[config.mk]
export PLATFORM = sky130hd
export DESIGN_NAME = pump_redundancy_transition_sequencer_unit_flat
export DESIGN_NICKNAME = d
export VERILOG_FILES = /design/src/design/prts_pkg.sv /design/src/design/prts_if.sv /design/src/design/pump_redundancy_transition_sequencer_unit.sv /design/src/design/prts_step.sv /design/src/flat_wrapper.sv
export VERILOG_INCLUDE_DIRS = /design/src /design/src/design
export SDC_FILE = /design/constraint.sdc
export NUM_CORES = 1
export LEC_CHECK = 0
export BUFFER_PORTS_ARGS = -buffer_cell sky130_fd_sc_hd__clkbuf_2
export CAP_MARGIN = 15
export CORE_UTILIZATION = 53
export DETAILED_ROUTE_END_ITERATION = 10
export PLACE_DENSITY = 0.82
export SETUP_SLACK_MARGIN = 0.05
export SYNTH_ARGS = -nofsm -noshare
export SYNTH_HDL_FRONTEND = slang
export SYNTH_SLANG_ARGS = --single-unit
[constraint.sdc]
create_clock -name clk -period 2.6 [get_ports clk]
set_input_delay 0.78 -clock clk [delete_from_list [all_inputs] [get_ports clk]]
set_output_delay 0.78 -clock clk [all_outputs]
set_load 0.05 [all_outputs]
[src/design/pump_redundancy_transition_sequencer_unit_assert.svh]
// Assertion helpers for the sequencer RTL, included by prts_step.
`ifndef PUMP_REDUNDANCY_TRANSITION_SEQUENCER_UNIT_ASSERT_SVH
`define PUMP_REDUNDANCY_TRANSITION_SEQUENCER_UNIT_ASSERT_SVH

// Checked only outside reset.
`define PRTS_ASSERT(label, clk, rst_n, prop, msg) \
	label: assert property (@(posedge clk) disable iff (!rst_n) prop) \
		else $error(msg);

// Checked at every edge, reset included.
`define PRTS_ASSERT_ALWAYS(label, clk, prop, msg) \
	label: assert property (@(posedge clk) prop) \
		else $error(msg);

`endif

[src/design/prts_pkg.sv]
`default_nettype none

package prts_pkg;

	localparam int REQ_W   = 8;
	localparam int MODE_W  = 2;
	localparam int DUTY_W  = 7;
	localparam int CNT_W   = 8;
	localparam int NUM_PUMPS = 3;

	localparam int FIRST_STAGE_TICKS_DEF  = 3;
	localparam int SECOND_STAGE_TICKS_DEF = 3;
	localparam int THIRD_STAGE_TICKS_DEF  = 3;

	localparam logic [REQ_W-1:0]  DUTY_LIMIT          = 8'd100;
	localparam logic [DUTY_W-1:0] STAGE_ALL_DUTY      = 7'd55;
	localparam logic [DUTY_W-1:0] STAGE_IDLE_LOW_DUTY = 7'd20;
	localparam logic [DUTY_W-1:0] FULL_DUTY           = 7'd100;
	localparam logic [DUTY_W-1:0] OFF_DUTY            = 7'd0;

	// redundancy mode codes
	localparam logic [MODE_W-1:0] MODE_NONE     = 2'd0;
	localparam logic [MODE_W-1:0] MODE_P3_IDLE  = 2'd1;
	localparam logic [MODE_W-1:0] MODE_P2_IDLE  = 2'd2;
	localparam logic [MODE_W-1:0] MODE_P1_IDLE  = 2'd3;

	// idle pump encoding: 0 none, else pump number
	localparam logic [1:0] IDLE_NONE = 2'd0;
	localparam logic [1:0] IDLE_P1   = 2'd1;
	localparam logic [1:0] IDLE_P2   = 2'd2;
	localparam logic [1:0] IDLE_P3   = 2'd3;

	typedef logic [NUM_PUMPS-1:0][DUTY_W-1:0] drive_set_t;

	typedef struct packed {
		logic [REQ_W-1:0]  pump1_request;
		logic [REQ_W-1:0]  pump2_request;
		logic [REQ_W-1:0]  pump3_request;
		logic [MODE_W-1:0] redundancy_mode;
	} tick_t;

	typedef struct packed {
		drive_set_t drive;
		logic       rejected;
		logic       handover_active;
	} result_t;

	function automatic logic [1:0] idle_from_mode(input logic [MODE_W-1:0] mode);
		logic [1:0] idle;
		case (mode)
			MODE_P3_IDLE: idle = IDLE_P3;
			MODE_P2_IDLE: idle = IDLE_P2;
			MODE_P1_IDLE: idle = IDLE_P1;
			default:      idle = IDLE_NONE;
		endcase
		return idle;
	endfunction

	function automatic drive_set_t drive_split(input logic [1:0] idle,
			input logic [DUTY_W-1:0] idle_duty, input logic [DUTY_W-1:0] other_duty);
		drive_set_t d;
		for (int k = 0; k < NUM_PUMPS; k++) begin
			d[k] = (idle == 2'(k + 1)) ? idle_duty : other_duty;
		end
		return d;
	endfunction

endpackage

`default_nettype wire

[src/design/prts_if.sv]
`default_nettype none

// Tick channel: requested duties and redundancy mode.
interface prts_tick_if;
	logic       valid;
	logic       ready;
	logic [7:0] pump1_request;
	logic [7:0] pump2_request;
	logic [7:0] pump3_request;
	logic [1:0] redundancy_mode;

	modport source (output valid, pump1_request, pump2_request, pump3_request,
		redundancy_mode, input ready);
	modport sink (input valid, pump1_request, pump2_request, pump3_request,
		redundancy_mode, output ready);
endinterface

// Result channel: driven duties and status.
interface prts_result_if;
	logic       valid;
	logic       ready;
	logic [6:0] pump1_drive;
	logic [6:0] pump2_drive;
	logic [6:0] pump3_drive;
	logic       rejected;
	logic       handover_active;

	modport source (output valid, pump1_drive, pump2_drive, pump3_drive, rejected,
		handover_active, input ready);
	modport sink (input valid, pump1_drive, pump2_drive, pump3_drive, rejected,
		handover_active, output ready);
endinterface

`default_nettype wire

[src/design/pump_redundancy_transition_sequencer_unit.sv]
// Pump redundancy handover sequencer.
//
// tick   : sink channel, one control tick per word: three requested duties
//          (percent) and the redundancy mode naming the idle pump.
// result : source channel, one word per tick: three driven duties, a reject
//          flag (a request above 100 leaves drives and state as they were)
//          and the handover flag.
// A word moves when valid and ready are both high at a rising clk edge.
// The tick is registered, then the sequencer update runs between that
// register and the result register. Throughput is one tick per cycle
// unless result.ready stalls; the only loop is the state update in prts_step.
// A new tick is taken while a result waits, as long as the input register
// can move on; when result.ready is low with both registers full, tick.ready
// drops and everything holds.
// arst_n clears the sequencer: no idle pump recorded, no handover, stage
// counts at their start values, last driven duties at 0, both channels empty.
`default_nettype none

module pump_redundancy_transition_sequencer_unit #(
	parameter int FIRST_STAGE_TICKS  = prts_pkg::FIRST_STAGE_TICKS_DEF,
	parameter int SECOND_STAGE_TICKS = prts_pkg::SECOND_STAGE_TICKS_DEF,
	parameter int THIRD_STAGE_TICKS  = prts_pkg::THIRD_STAGE_TICKS_DEF
) (
	input wire logic      clk,
	input wire logic      arst_n,
	prts_tick_if.sink     tick,
	prts_result_if.source result
);
	import prts_pkg::*;

	logic    valid_s1;
	tick_t   tick_s1;
	logic    out_valid_q;
	result_t res_q;
	result_t res_d;
	logic    advance;

	assign advance    = valid_s1 && (!out_valid_q || result.ready);
	assign tick.ready = !valid_s1 || advance;

	always_ff @(posedge clk or negedge arst_n) begin
		if (!arst_n) begin
			valid_s1 <= 1'b0;
		end else if (tick.ready) begin
			valid_s1 <= tick.valid;
		end
	end

	always_ff @(posedge clk) begin
		if (tick.valid && tick.ready) begin
			tick_s1.pump1_request   <= tick.pump1_request;
			tick_s1.pump2_request   <= tick.pump2_request;
			tick_s1.pump3_request   <= tick.pump3_request;
			tick_s1.redundancy_mode <= tick.redundancy_mode;
		end
	end

	prts_step #(
		.FIRST_STAGE_TICKS  (FIRST_STAGE_TICKS),
		.SECOND_STAGE_TICKS (SECOND_STAGE_TICKS),
		.THIRD_STAGE_TICKS  (THIRD_STAGE_TICKS)
	) u_step (
		.clk    (clk),
		.arst_n (arst_n),
		.fire   (advance),
		.tick   (tick_s1),
		.res    (res_d)
	);

	always_ff @(posedge clk or negedge arst_n) begin
		if (!arst_n) begin
			out_valid_q <= 1'b0;
		end else if (advance) begin
			out_valid_q <= 1'b1;
		end else if (result.ready) begin
			out_valid_q <= 1'b0;
		end
	end

	always_ff @(posedge clk) begin
		if (advance) begin
			res_q <= res_d;
		end
	end

	assign result.valid           = out_valid_q;
	assign result.pump1_drive     = res_q.drive[0];
	assign result.pump2_drive     = res_q.drive[1];
	assign result.pump3_drive     = res_q.drive[2];
	assign result.rejected        = res_q.rejected;
	assign result.handover_active = res_q.handover_active;

endmodule

`default_nettype wire

[src/design/prts_step.sv]
`default_nettype none
`include "pump_redundancy_transition_sequencer_unit_assert.svh"

// Sequencer state and the per-tick update. State moves only on fire.
module prts_step #(
	parameter int FIRST_STAGE_TICKS  = prts_pkg::FIRST_STAGE_TICKS_DEF,
	parameter int SECOND_STAGE_TICKS = prts_pkg::SECOND_STAGE_TICKS_DEF,
	parameter int THIRD_STAGE_TICKS  = prts_pkg::THIRD_STAGE_TICKS_DEF
) (
	input  wire logic             clk,
	input  wire logic             arst_n,
	input  wire logic             fire,
	input  wire prts_pkg::tick_t  tick,
	output prts_pkg::result_t     res
);
	import prts_pkg::*;

	localparam logic [1:0] PH_RAMP   = 2'd0;
	localparam logic [1:0] PH_BOOST  = 2'd1;
	localparam logic [1:0] PH_SETTLE = 2'd2;
	localparam logic [1:0] PH_FINISH = 2'd3;

	localparam logic [CNT_W-1:0] RAMP_INIT   = CNT_W'(FIRST_STAGE_TICKS);
	localparam logic [CNT_W-1:0] BOOST_INIT  = CNT_W'(SECOND_STAGE_TICKS);
	localparam logic [CNT_W-1:0] SETTLE_INIT = CNT_W'(THIRD_STAGE_TICKS);

	logic [1:0]       phase_q, phase_n;
	logic [1:0]       idle_now_q, idle_now_n;
	logic [1:0]       idle_before_q, idle_before_n;
	logic [CNT_W-1:0] ramp_q, ramp_n;
	logic [CNT_W-1:0] boost_q, boost_n;
	logic [CNT_W-1:0] settle_q, settle_n;
	logic             in_hand_q, in_hand_n;
	drive_set_t       held_q, held_n;

	logic             reject;
	logic [1:0]       chosen;
	logic [1:0]       idle_sel;
	logic             staged;
	logic [CNT_W-1:0] cnt_dec;
	drive_set_t       normal;

	always_comb begin
		phase_n       = phase_q;
		idle_now_n    = idle_now_q;
		idle_before_n = idle_before_q;
		ramp_n        = ramp_q;
		boost_n       = boost_q;
		settle_n      = settle_q;
		in_hand_n     = in_hand_q;
		held_n        = held_q;
		staged        = 1'b0;
		cnt_dec       = '0;

		reject = (tick.pump1_request > DUTY_LIMIT) ||
			(tick.pump2_request > DUTY_LIMIT) ||
			(tick.pump3_request > DUTY_LIMIT);
		chosen   = idle_from_mode(tick.redundancy_mode);
		idle_sel = in_hand_q ? idle_now_q : chosen;

		// requests are at most 100 here, so the low seven bits carry them
		normal[0] = (chosen == IDLE_P1) ? OFF_DUTY : tick.pump1_request[DUTY_W-1:0];
		normal[1] = (chosen == IDLE_P2) ? OFF_DUTY : tick.pump2_request[DUTY_W-1:0];
		normal[2] = (chosen == IDLE_P3) ? OFF_DUTY : tick.pump3_request[DUTY_W-1:0];

		if (!reject) begin
			idle_now_n = idle_sel;
			if (idle_sel != IDLE_NONE && idle_before_q != idle_sel) begin
				case (phase_q)
					PH_RAMP: begin
						if (idle_before_q != IDLE_NONE) begin
							in_hand_n = 1'b1;
							held_n    = drive_split(IDLE_NONE, STAGE_ALL_DUTY, STAGE_ALL_DUTY);
							cnt_dec   = ramp_q - 1'b1;
							if (cnt_dec == '0) begin
								phase_n = PH_BOOST;
								ramp_n  = RAMP_INIT;
							end else begin
								ramp_n = cnt_dec;
							end
							staged = 1'b1;
						end else begin
							// first idle choice: record it, no handover
							idle_before_n = idle_sel;
						end
					end
					PH_BOOST: begin
						held_n  = drive_split(idle_sel, STAGE_IDLE_LOW_DUTY, FULL_DUTY);
						cnt_dec = boost_q - 1'b1;
						if (cnt_dec == '0) begin
							phase_n = PH_SETTLE;
							boost_n = BOOST_INIT;
						end else begin
							boost_n = cnt_dec;
						end
						staged = 1'b1;
					end
					PH_SETTLE: begin
						held_n  = drive_split(idle_sel, OFF_DUTY, FULL_DUTY);
						cnt_dec = settle_q - 1'b1;
						if (cnt_dec == '0) begin
							phase_n  = PH_FINISH;
							settle_n = SETTLE_INIT;
						end else begin
							settle_n = cnt_dec;
						end
						staged = 1'b1;
					end
					default: begin
						// finishing: record the new idle pump, flag drops next tick
						idle_before_n = idle_sel;
					end
				endcase
			end else begin
				in_hand_n = 1'b0;
				phase_n   = PH_RAMP;
				if (idle_sel == IDLE_NONE) begin
					idle_before_n = IDLE_NONE;
				end
			end
			if (!staged) begin
				held_n = normal;
			end
		end

		res.drive           = held_n;
		res.rejected        = reject;
		res.handover_active = in_hand_n;
	end

	always_ff @(posedge clk or negedge arst_n) begin
		if (!arst_n) begin
			phase_q       <= PH_RAMP;
			idle_now_q    <= IDLE_NONE;
			idle_before_q <= IDLE_NONE;
			ramp_q        <= RAMP_INIT;
			boost_q       <= BOOST_INIT;
			settle_q      <= SETTLE_INIT;
			in_hand_q     <= 1'b0;
			held_q        <= '0;
		end else if (fire) begin
			phase_q       <= phase_n;
			idle_now_q    <= idle_now_n;
			idle_before_q <= idle_before_n;
			ramp_q        <= ramp_n;
			boost_q       <= boost_n;
			settle_q      <= settle_n;
			in_hand_q     <= in_hand_n;
			held_q        <= held_n;
		end
	end

	// a rejected word leaves the sequence untouched
	`PRTS_ASSERT(a_reject_holds, clk, arst_n, fire && reject |=> $stable(phase_q) && $stable(idle_before_q) && $stable(in_hand_q) && $stable(held_q), "rejected word changed state")

	// a staged phase is only ever reached inside a handover
	`PRTS_ASSERT_ALWAYS(a_phase_in_handover, clk, (phase_q != PH_RAMP) |-> in_hand_q, "handover phase without handover flag")

	// a handover always has a previous idle pump to move away from
	`PRTS_ASSERT(a_handover_has_prev, clk, arst_n, in_hand_q |-> (idle_before_q != IDLE_NONE), "handover with no previous idle pump")

	// the frozen idle pump does not move while the handover runs
	`PRTS_ASSERT(a_idle_frozen, clk, arst_n, fire && in_hand_q |=> $stable(idle_now_q), "idle pump moved during handover")

endmodule

`default_nettype wire

[src/flat_wrapper.sv]
// flat-port wrapper written by rule: the top's interface ports become plain ports
module pump_redundancy_transition_sequencer_unit_flat import prts_pkg::*;
#(
	parameter int FIRST_STAGE_TICKS  = prts_pkg::FIRST_STAGE_TICKS_DEF,
	parameter int SECOND_STAGE_TICKS = prts_pkg::SECOND_STAGE_TICKS_DEF,
	parameter int THIRD_STAGE_TICKS  = prts_pkg::THIRD_STAGE_TICKS_DEF
)
  (clk, arst_n, tick_valid, tick_pump1_request, tick_pump2_request, tick_pump3_request, tick_redundancy_mode, tick_ready, result_valid, result_pump1_drive, result_pump2_drive, result_pump3_drive, result_rejected, result_handover_active, result_ready);
  prts_tick_if tick_i ();
  prts_result_if result_i ();
  input wire logic clk;
  input wire logic arst_n;
  input wire logic [$bits(tick_i.valid)-1:0] tick_valid;
  input wire logic [$bits(tick_i.pump1_request)-1:0] tick_pump1_request;
  input wire logic [$bits(tick_i.pump2_request)-1:0] tick_pump2_request;
  input wire logic [$bits(tick_i.pump3_request)-1:0] tick_pump3_request;
  input wire logic [$bits(tick_i.redundancy_mode)-1:0] tick_redundancy_mode;
  output wire logic [$bits(tick_i.ready)-1:0] tick_ready;
  output wire logic [$bits(result_i.valid)-1:0] result_valid;
  output wire logic [$bits(result_i.pump1_drive)-1:0] result_pump1_drive;
  output wire logic [$bits(result_i.pump2_drive)-1:0] result_pump2_drive;
  output wire logic [$bits(result_i.pump3_drive)-1:0] result_pump3_drive;
  output wire logic [$bits(result_i.rejected)-1:0] result_rejected;
  output wire logic [$bits(result_i.handover_active)-1:0] result_handover_active;
  input wire logic [$bits(result_i.ready)-1:0] result_ready;
  assign tick_i.valid = tick_valid;
  assign tick_i.pump1_request = tick_pump1_request;
  assign tick_i.pump2_request = tick_pump2_request;
  assign tick_i.pump3_request = tick_pump3_request;
  assign tick_i.redundancy_mode = tick_redundancy_mode;
  assign tick_ready = tick_i.ready;
  assign result_valid = result_i.valid;
  assign result_pump1_drive = result_i.pump1_drive;
  assign result_pump2_drive = result_i.pump2_drive;
  assign result_pump3_drive = result_i.pump3_drive;
  assign result_rejected = result_i.rejected;
  assign result_handover_active = result_i.handover_active;
  assign result_i.ready = result_ready;
  pump_redundancy_transition_sequencer_unit #(.FIRST_STAGE_TICKS(FIRST_STAGE_TICKS), .SECOND_STAGE_TICKS(SECOND_STAGE_TICKS), .THIRD_STAGE_TICKS(THIRD_STAGE_TICKS)) u_core (.clk(clk), .arst_n(arst_n), .tick(tick_i), .result(result_i));
endmodule
==> reports/results.tsv <==
stage	metric	value	unit
critical_path	r2r endpoint	u_core.result.pump3_drive[2]$_DFFE_PP_	
critical_path	Worst Setup SP	u_core.tick_s1[1]$_DFFE_PP_	
sta	Slew @ Worst Pin	0.7072	ns
synth	EDFF count, synth	49	
critical_path	CP Class	reg -> reg	
synth	Primary FF master, synth	edfxtp_1	
critical_path	CP endpoint kind	flop	
clock_tree	Skew-Pair Late Insertion Delay	0.39	ns
synth	Yosys reg bits	103	
critical_path	Critical Path Start Type	flop	
critical_path	R2R Path Start	u_core.tick_s1[1]$_DFFE_PP_	
clock_tree	Num Clock Sinks	103	
power_and_ir_drop	Switch Pwr	0.002642	W
sta	setup ws final	-0.08858	ns
global_route	initial antenna violation count	0	
sta	final number of hold-violating endpoints	0	
clock_tree	H-tree levels	3	
power_and_ir_drop	Int Pwr	0.003690	W
status	failing checks	setup timing	
synth	cell taking the most area after synthesis	edfxtp_1	
hold_path	worst min path class	reg -> reg	
floorplanning	Initial Util	55.26	%
critical_path	CP Max Fanout	20	
routing	Routed WL	11750	um
synth	Mapped Avg Cell Area	11.33	um2
routing	# DRC	0	
floorplanning	full die area	0.01012	mm2
synth	mapped cell area	0.005155	mm2
power_and_ir_drop	P_leak	2.616	nW
place	dpl hpwl	8073	um
hold_path	Hold Crit Depth	1	
power_and_ir_drop	Gate power share	47.8	%
global_route	Overflow after GRT	0	
synth	syn nets	498	
place	buffers added on ports	54	
power_and_ir_drop	power density cells	1003	mW/mm2
clock_tree	TritonCTS clock tree	done	
critical_path	Critical Path Sink	u_core.result.pump3_drive[2]$_DFFE_PP_	
sta	final setup vio count	7	
synth	Synth async-reset ratio	52.43	%
clock_tree	Longest Clk Path Bufs	2	
floorplanning	die height	100.6	um
place	pre-CTS setup slack	-0.07033	ns
global_route	vias in the first global route	3907	
sta	RSZ-0062 raised after global routing	yes	
sta	Max Fclk	0.3719	GHz
synth	synth top area cells	edfxtp_1 29%, dfrtp_1 23%, mux2_2 5.5%	
synth	unique cell type count in the Yosys netlist	61	
sta	normalized max-slew margin	52.86	%
power_and_ir_drop	Clock power frac	16.1	%
synth	Seq/Total Area, Yosys	54.90	%
floorplanning	io pins	55	
place	GP Congestion	0.9804	
hold_path	Hold Path Origin	u_core.u_step.settle_q[7]$_DFFE_PN0P_	
power_and_ir_drop	Reg power frac	36.1	%
routing	Via Count	3932	
final_layout	diodes inserted	0	
sta	Final Critical Period	2.689	ns
critical_path	Critical Path RT	2.74	ns
sta	fin crit share	103.4	%
routing	detailed-route vias per instance	5.791	
floorplanning	Chip Width	100.6	um
final_layout	commonest non-fill, non-tap cell in the layout	clkbuf_2	
routing	DRT iter0 DRCs	278	
routing	drt pass-1 iters	4	
job	max-capacitance violation count	0	
synth	warnings from Yosys	0	
routing	routed length per instance	17.31	um
sta	TNS Setup	-0.3043	ns
sta	max-slew violation count	0	
global_route	first-pass GRT wire length	18600	um
final_layout	P&R area growth vs syn	22.43	%
synth	top cell type's share of synthesized area	28.54	%
clock_tree	CTS clk-pin slew, worst paths	0.11	ns
status	status	finished with violations	
power_and_ir_drop	switching fraction of total power	41.72	%
clock_tree	clk root buf	clkbuf_8	
clock_tree	Num CTS Buffers	9	
power_and_ir_drop	Max VDD drop	0.5479	mV
final_layout	layout cells sized above 1	35.45	%
floorplanning	row count	35	
critical_path	Worst EP arrival	2.83	ns
global_route	largest net degree at the start of global routing	55	
final_layout	NumNets Final	588	
sta	clk_skew	0.01370	ns
floorplanning	Core ar.	0.009328	mm2
synth	Post-Synthesis Cells	455	
global_route	GRT Total Usage	24.06	%
routing	ANT nets after route	0	
critical_path	reg2reg path depth	8	
final_layout	commonest non-fill, non-tap cells in the layout	54 x clkbuf_2, 49 x edfxtp_1, 48 x dfrtp_1	
critical_path	r2r setup slk	-0.09	ns
## registers in the layout, summed over array words and instances, names as in the netlist, 7 cells and up
signal and flops:
u_core.u_step.settle_q 8, u_core.u_step.held_q 21, u_core.result.pump2_drive 7, u_core.result.pump3_drive 7
u_core.result.pump1_drive 7, u_core.tick_s1 26, u_core.u_step.ramp_q 8, u_core.u_step.boost_q 8
## what timing repair did
| item | in CTS | in global routing |
|---|---|---|
| resized for setup | 12 | 45 |
| hold buffers | 0 | 0 |
| endpoints found under the setup margin | 20 | 31 |
| gates cloned | 0 | 2 |
| setup buffers | 2 | 2 |
| pin swaps | 2 | 12 |
## worst min path at each step
stage	to	slack, ns
finish	u_core.u_step.settle_q[7]$_DFFE_PN0P_	0.48
global route	u_core.u_step.settle_q[7]$_DFFE_PN0P_	0.52
CTS	u_core.u_step.settle_q[7]$_DFFE_PN0P_	0.48
detailed placement	u_core.u_step.ramp_q[7]$_DFFE_PN0P_	0.47
global placement	u_core.u_step.boost_q[7]$_DFFE_PN0P_	0.46
floorplan	u_core.u_step.boost_q[7]$_DFFE_PN0P_	0.44
## synth_stat cells (5+ instances only)
cell type	n
nand2b_1	5
a21oi_1	21
buf_2	6
a221oi_1	12
nor2_1	44
a31oi_1	7
ha_1	13
dfrtp_1	48
o21ai_0	24
or3_1	5
dfstp_2	6
mux2_2	25
a22o_1	6
a211oi_1	9
xor2_1	8
edfxtp_1	49
xnor2_1	19
nor2b_1	5
clkbuf_1	8
nand3_1	17
nand2_1	33
inv_1	20
## logic make-up (layout without fill, tap and decap cells)
logic type                 Yosys count  count (layout)  share of synthesized area [%]
muxes                               25              25                          5.461
and+or+nand+nor                    144             144                          14.13
DFF                                103             103                          54.90
buffers and inverters               39             134                          3.422
AOI/OAI and AO/OA                  102             102                          13.71
adders and majority gates           13              13                          3.155
xor gates and xnor gates            29              29                          5.218
## critical path, cell delays in order (launching register included)
cell and delay, ns:
edfxtp_1 0.48, ha_2 0.22, o31a_1 0.36, xnor2_4 0.19
a2111o_1 0.47, buf_12 0.17, a2111oi_4 0.20, a21oi_2 0.08
mux2_4 0.27
## per-layer routing
| layer | share of wire (%) | track usage (%) | vias to the layer above |
|---|---|---|---|
| met5 | 0 | 0 | - |
| met4 | 2.9 | 9.810 | 0 |
| met3 | 5.2 | 4.508 | 28 |
| met2 | 49 | 39.83 | 139 |
| met1 | 43 | 31.30 | 1923 |
| li1 | - | - | 1842 |
## stage by stage
stage | util (%) | instance area [um2] | hold slack, ns | total power [W] | instances
after detailed placement | 62.27 | 5808 | 0.4658 | 0.004904 | 657
after global routing | 67.66 | 6311 | 0.5216 | 0.006665 | 679
after CTS | 65.45 | 6105 | 0.4812 | 0.006058 | 675
final | 67.66 | 6311 | 0.4788 | 0.006332 | 679
after global placement | 62.27 | 5808 | 0.4572 | 0.004832 | 657
after floorplan | - | 5185 | 0.4373 | 0.004121 | 455
## power groups by stage
stage	combinational (W)	sequential [W]	clock (W)
global route	0.00324	0.00232	0.00110
global placement	0.00255	0.00228	0
finish	0.00302	0.00229	0.00102
detailed placement	0.00261	0.00229	0
CTS	0.00275	0.00227	0.00104
floorplan	0.00164	0.00248	0
## cell type report
cell class | count | area, um2
Timing Repair Buffer | 97 | 616.8
Clock buffer | 9 | 123.9
Tap cell | 129 | 161.4
Inverter | 21 | 78.83
Multi-Input combinational cell | 313 | 2419
Clock inverter | 7 | 81.33
Fill cell | 686 | 3017
Sequential cell | 103 | 2830
(Power assumes the default switching activity.)
